<file path="src/design/kdrs_dist.sv">
module kdrs_dist
(
    input  logic        clk,
    input  logic [15:0] p,
    input  logic [15:0] q,
    input  logic        en,
    output logic [31:0] sq_reg
);

    logic [15:0] diff;

    assign diff = (p > q) ? (p - q) : (q - p);

    always_ff @(posedge clk)
    begin
        if (en)
        begin
            sq_reg <= diff * diff;
        end
    end

endmodule

</file>
<file path="config.mk">
export PLATFORM = sky130hd
export DESIGN_NAME = kdrs_dist
export DESIGN_NICKNAME = d
export VERILOG_FILES = /design/src/design/kdrs_dist.sv
export SDC_FILE = /design/constraint.sdc
export NUM_CORES = 1
export LEC_CHECK = 0
export BUFFER_PORTS_ARGS = -buffer_cell sky130_fd_sc_hd__buf_4
export CAP_MARGIN = 20
export CORE_ASPECT_RATIO = 1.75
export CORE_MARGIN = 8
export CORE_UTILIZATION = 35
export DETAILED_ROUTE_END_ITERATION = 12
export PLACE_DENSITY = 0.54
export REMOVE_ABC_BUFFERS = 1
export SLEW_MARGIN = 15
export SYNTH_ARGS = -nofsm -noshare
export SYNTH_HDL_FRONTEND = slang
export SYNTH_SLANG_ARGS = --single-unit
</file>
<file path="constraint.sdc">
create_clock -name clk -period 14.91 [get_ports clk]
set_input_delay 2.982 -clock clk [delete_from_list [all_inputs] [get_ports clk]]
set_output_delay 2.982 -clock clk [all_outputs]
set_load 0.1 [all_outputs]
</file>
==> flow_summary.toml <==
[detailed_routing]
remaining_drc_errors = 0
via_count = 6946
viasPerCell = 4.871
firstDrtPassIters = 5
drt-total-wl_mm = 23.61
drt_iter0_markers = 285
antenna_left = 0
wl_per_cell_um = 16.55

[setup_path]
critPathLaunchType = "primary input"
critPathMaxFanout = 10
path_common_cell = "inv_1"
critPathRequiredTime_ps = 14940
critPathCaptureType = "register"
slowest_stage = "xnor2_1"
worstSetupPathType = "in -> reg"
arrival_ps = 12080
cpPeakStageDelay_ps = 540

[status]
status = "completed"

[placed_design]
place_congestion = 0.8912
io_buffers = 64
place_hpwl_mm = 20.98

[die]
io_pins = 66
core_um2 = 26490
initial_utilization = 0.3538
num_rows = 79
die_x_um = 139.7
die_h_um = 232.5
dieArea_um2 = 32480

[layout]
layout_commonest_cell = "inv_1"
drive_gt1_frac = 0.08621
final_cell_mix = "274 x inv_1, 164 x fa_1, 129 x ha_1"
syn_to_final_growth_pct = 10.65
insertedDiodeCount = 0
final_nets = 1429
final_core_util = 0.3915
largest_register_ffs = 31

[logic_synthesis]
ys_seq_area_frac = 0.09932
ys_warn_count = 0
synth_flop_cell = "edfxtp_1"
synth-seq-cells = 31
synth_edf_count = 31
synth_cell_type_count = 60
synth_cells = 1043
syn_area_um2 = 9373
avgSynthCellArea_um2 = 8.986
synth-async-reset-ratio = 0

[global_routing]
antenna_found_initial = 0
grt_max_degree = 32
grt.total_usage = 0.1486
grt_pass1_wl_mm = 38.18
grt_pass1_vias = 7700
overflow = 0

[clock_network]
cts_tree = "built"
cts_hold_buf = 0
cts-root-buf = "clkbuf_16"
htreeDepth = 2
numCtsBuffers = 5
cts_sinks = 31
clk_path_buf_depth = 2
clkTransAtPathRegs_ps = 50
cts-resized-gates = 0
post_cts.repair.setup_buffers = 0

[sta]
min_period_ps = 12040
fin_crit_sh = 0.8076
final-max-slew-violation-count = 0
setup_tns_ps = 0
fmax_mhz = 83.05
slew_headroom = 0.4539
rsz0062_at_grt = "false"
finalHoldViolations = 0
setup_viol = 0
worst_slew_pin_slew_ps = 813.3

[worst_hold_path]
hold_path.class = "in -> reg"

[job]
max-cap-violations = 0
final timing paths:
check,endpoint,cells after the start,startpoint,slack [ps]
max,sq_reg[30],36,p[0],2870
min,sq_reg[26],1,en,3140
synth_stat cells (all sizes together), types with 13 or more instances:
cell type | count | area, µm²
nand2 | 95 | 356.6
o21ai | 22 | 113.9
xor2 | 13 | 121.4
a21o | 19 | 142.6
xnor2 | 39 | 349.1
ha | 129 | 1614
fa | 164 | 3283
nor2 | 82 | 307.8
inv | 276 | 1036
a21oi | 47 | 239.0
edfxtp | 31 | 930.9
clkbuf | 14 | 53.80
through the flow:
step	hold WS, ps	worst slack [ps]	cells	area (µm²)
floorplan	3095	3138	1020	9269
global placement	3459	2754	1419	10240
detailed placement	3463	2520	1419	10240
CTS	3155	2823	1426	10370
global route	3168	2439	1426	10370
finish	3143	2869	1426	10370
routing by layer:
layer,part of all wire,GRT usage,routed length [µm],vias up
met1,0.34,0.1348,7999,3452
li1,-,-,-,3330
met5,0,0,0,-
met3,0.023,0.01436,543,46
met2,0.59,0.3136,13970,118
met4,0.046,0.07364,1089,0
worst max-delay path, delay by kind of cell:
family	cells	cell delay, ps
multiplexers	1	360
adder cells (fa/ha/maj)	9	3910
buffers and inverters	11	1070
AND/OR/NAND/NOR	1	230
XOR/XNOR	2	660
AO/OA/AOI/OAI	12	2840
cells by family (layout without fill, tap and decap cells):
logic type | after synthesis | count (layout) | synth area share
other cells | 1 | 1 | 0.0004001
flops | 31 | 31 | 0.09932
buf+inv | 302 | 361 | 0.1228
compound gates | 138 | 138 | 0.09719
fa+ha+maj | 293 | 293 | 0.5225
xor+xnor | 52 | 52 | 0.05019
simple gates | 218 | 218 | 0.09865
mux | 8 | 8 | 0.008944
area by class of cell:
| cell class | count | area [µm²] |
|---|---|---|
| Timing Repair Buffer | 75 | 563.0 |
| Multi-Input combinational cell | 710 | 7291 |
| Tap cell | 324 | 405.4 |
| Fill cell | 2734 | 16120 |
| Sequential cell | 31 | 930.9 |
| Clock buffer | 5 | 125.1 |
| Clock inverter | 2 | 8.758 |
| Inverter | 279 | 1047 |
Power is not shown: default switching activity piles up to over one toggle a cycle in this logic, so the estimate is an artifact.
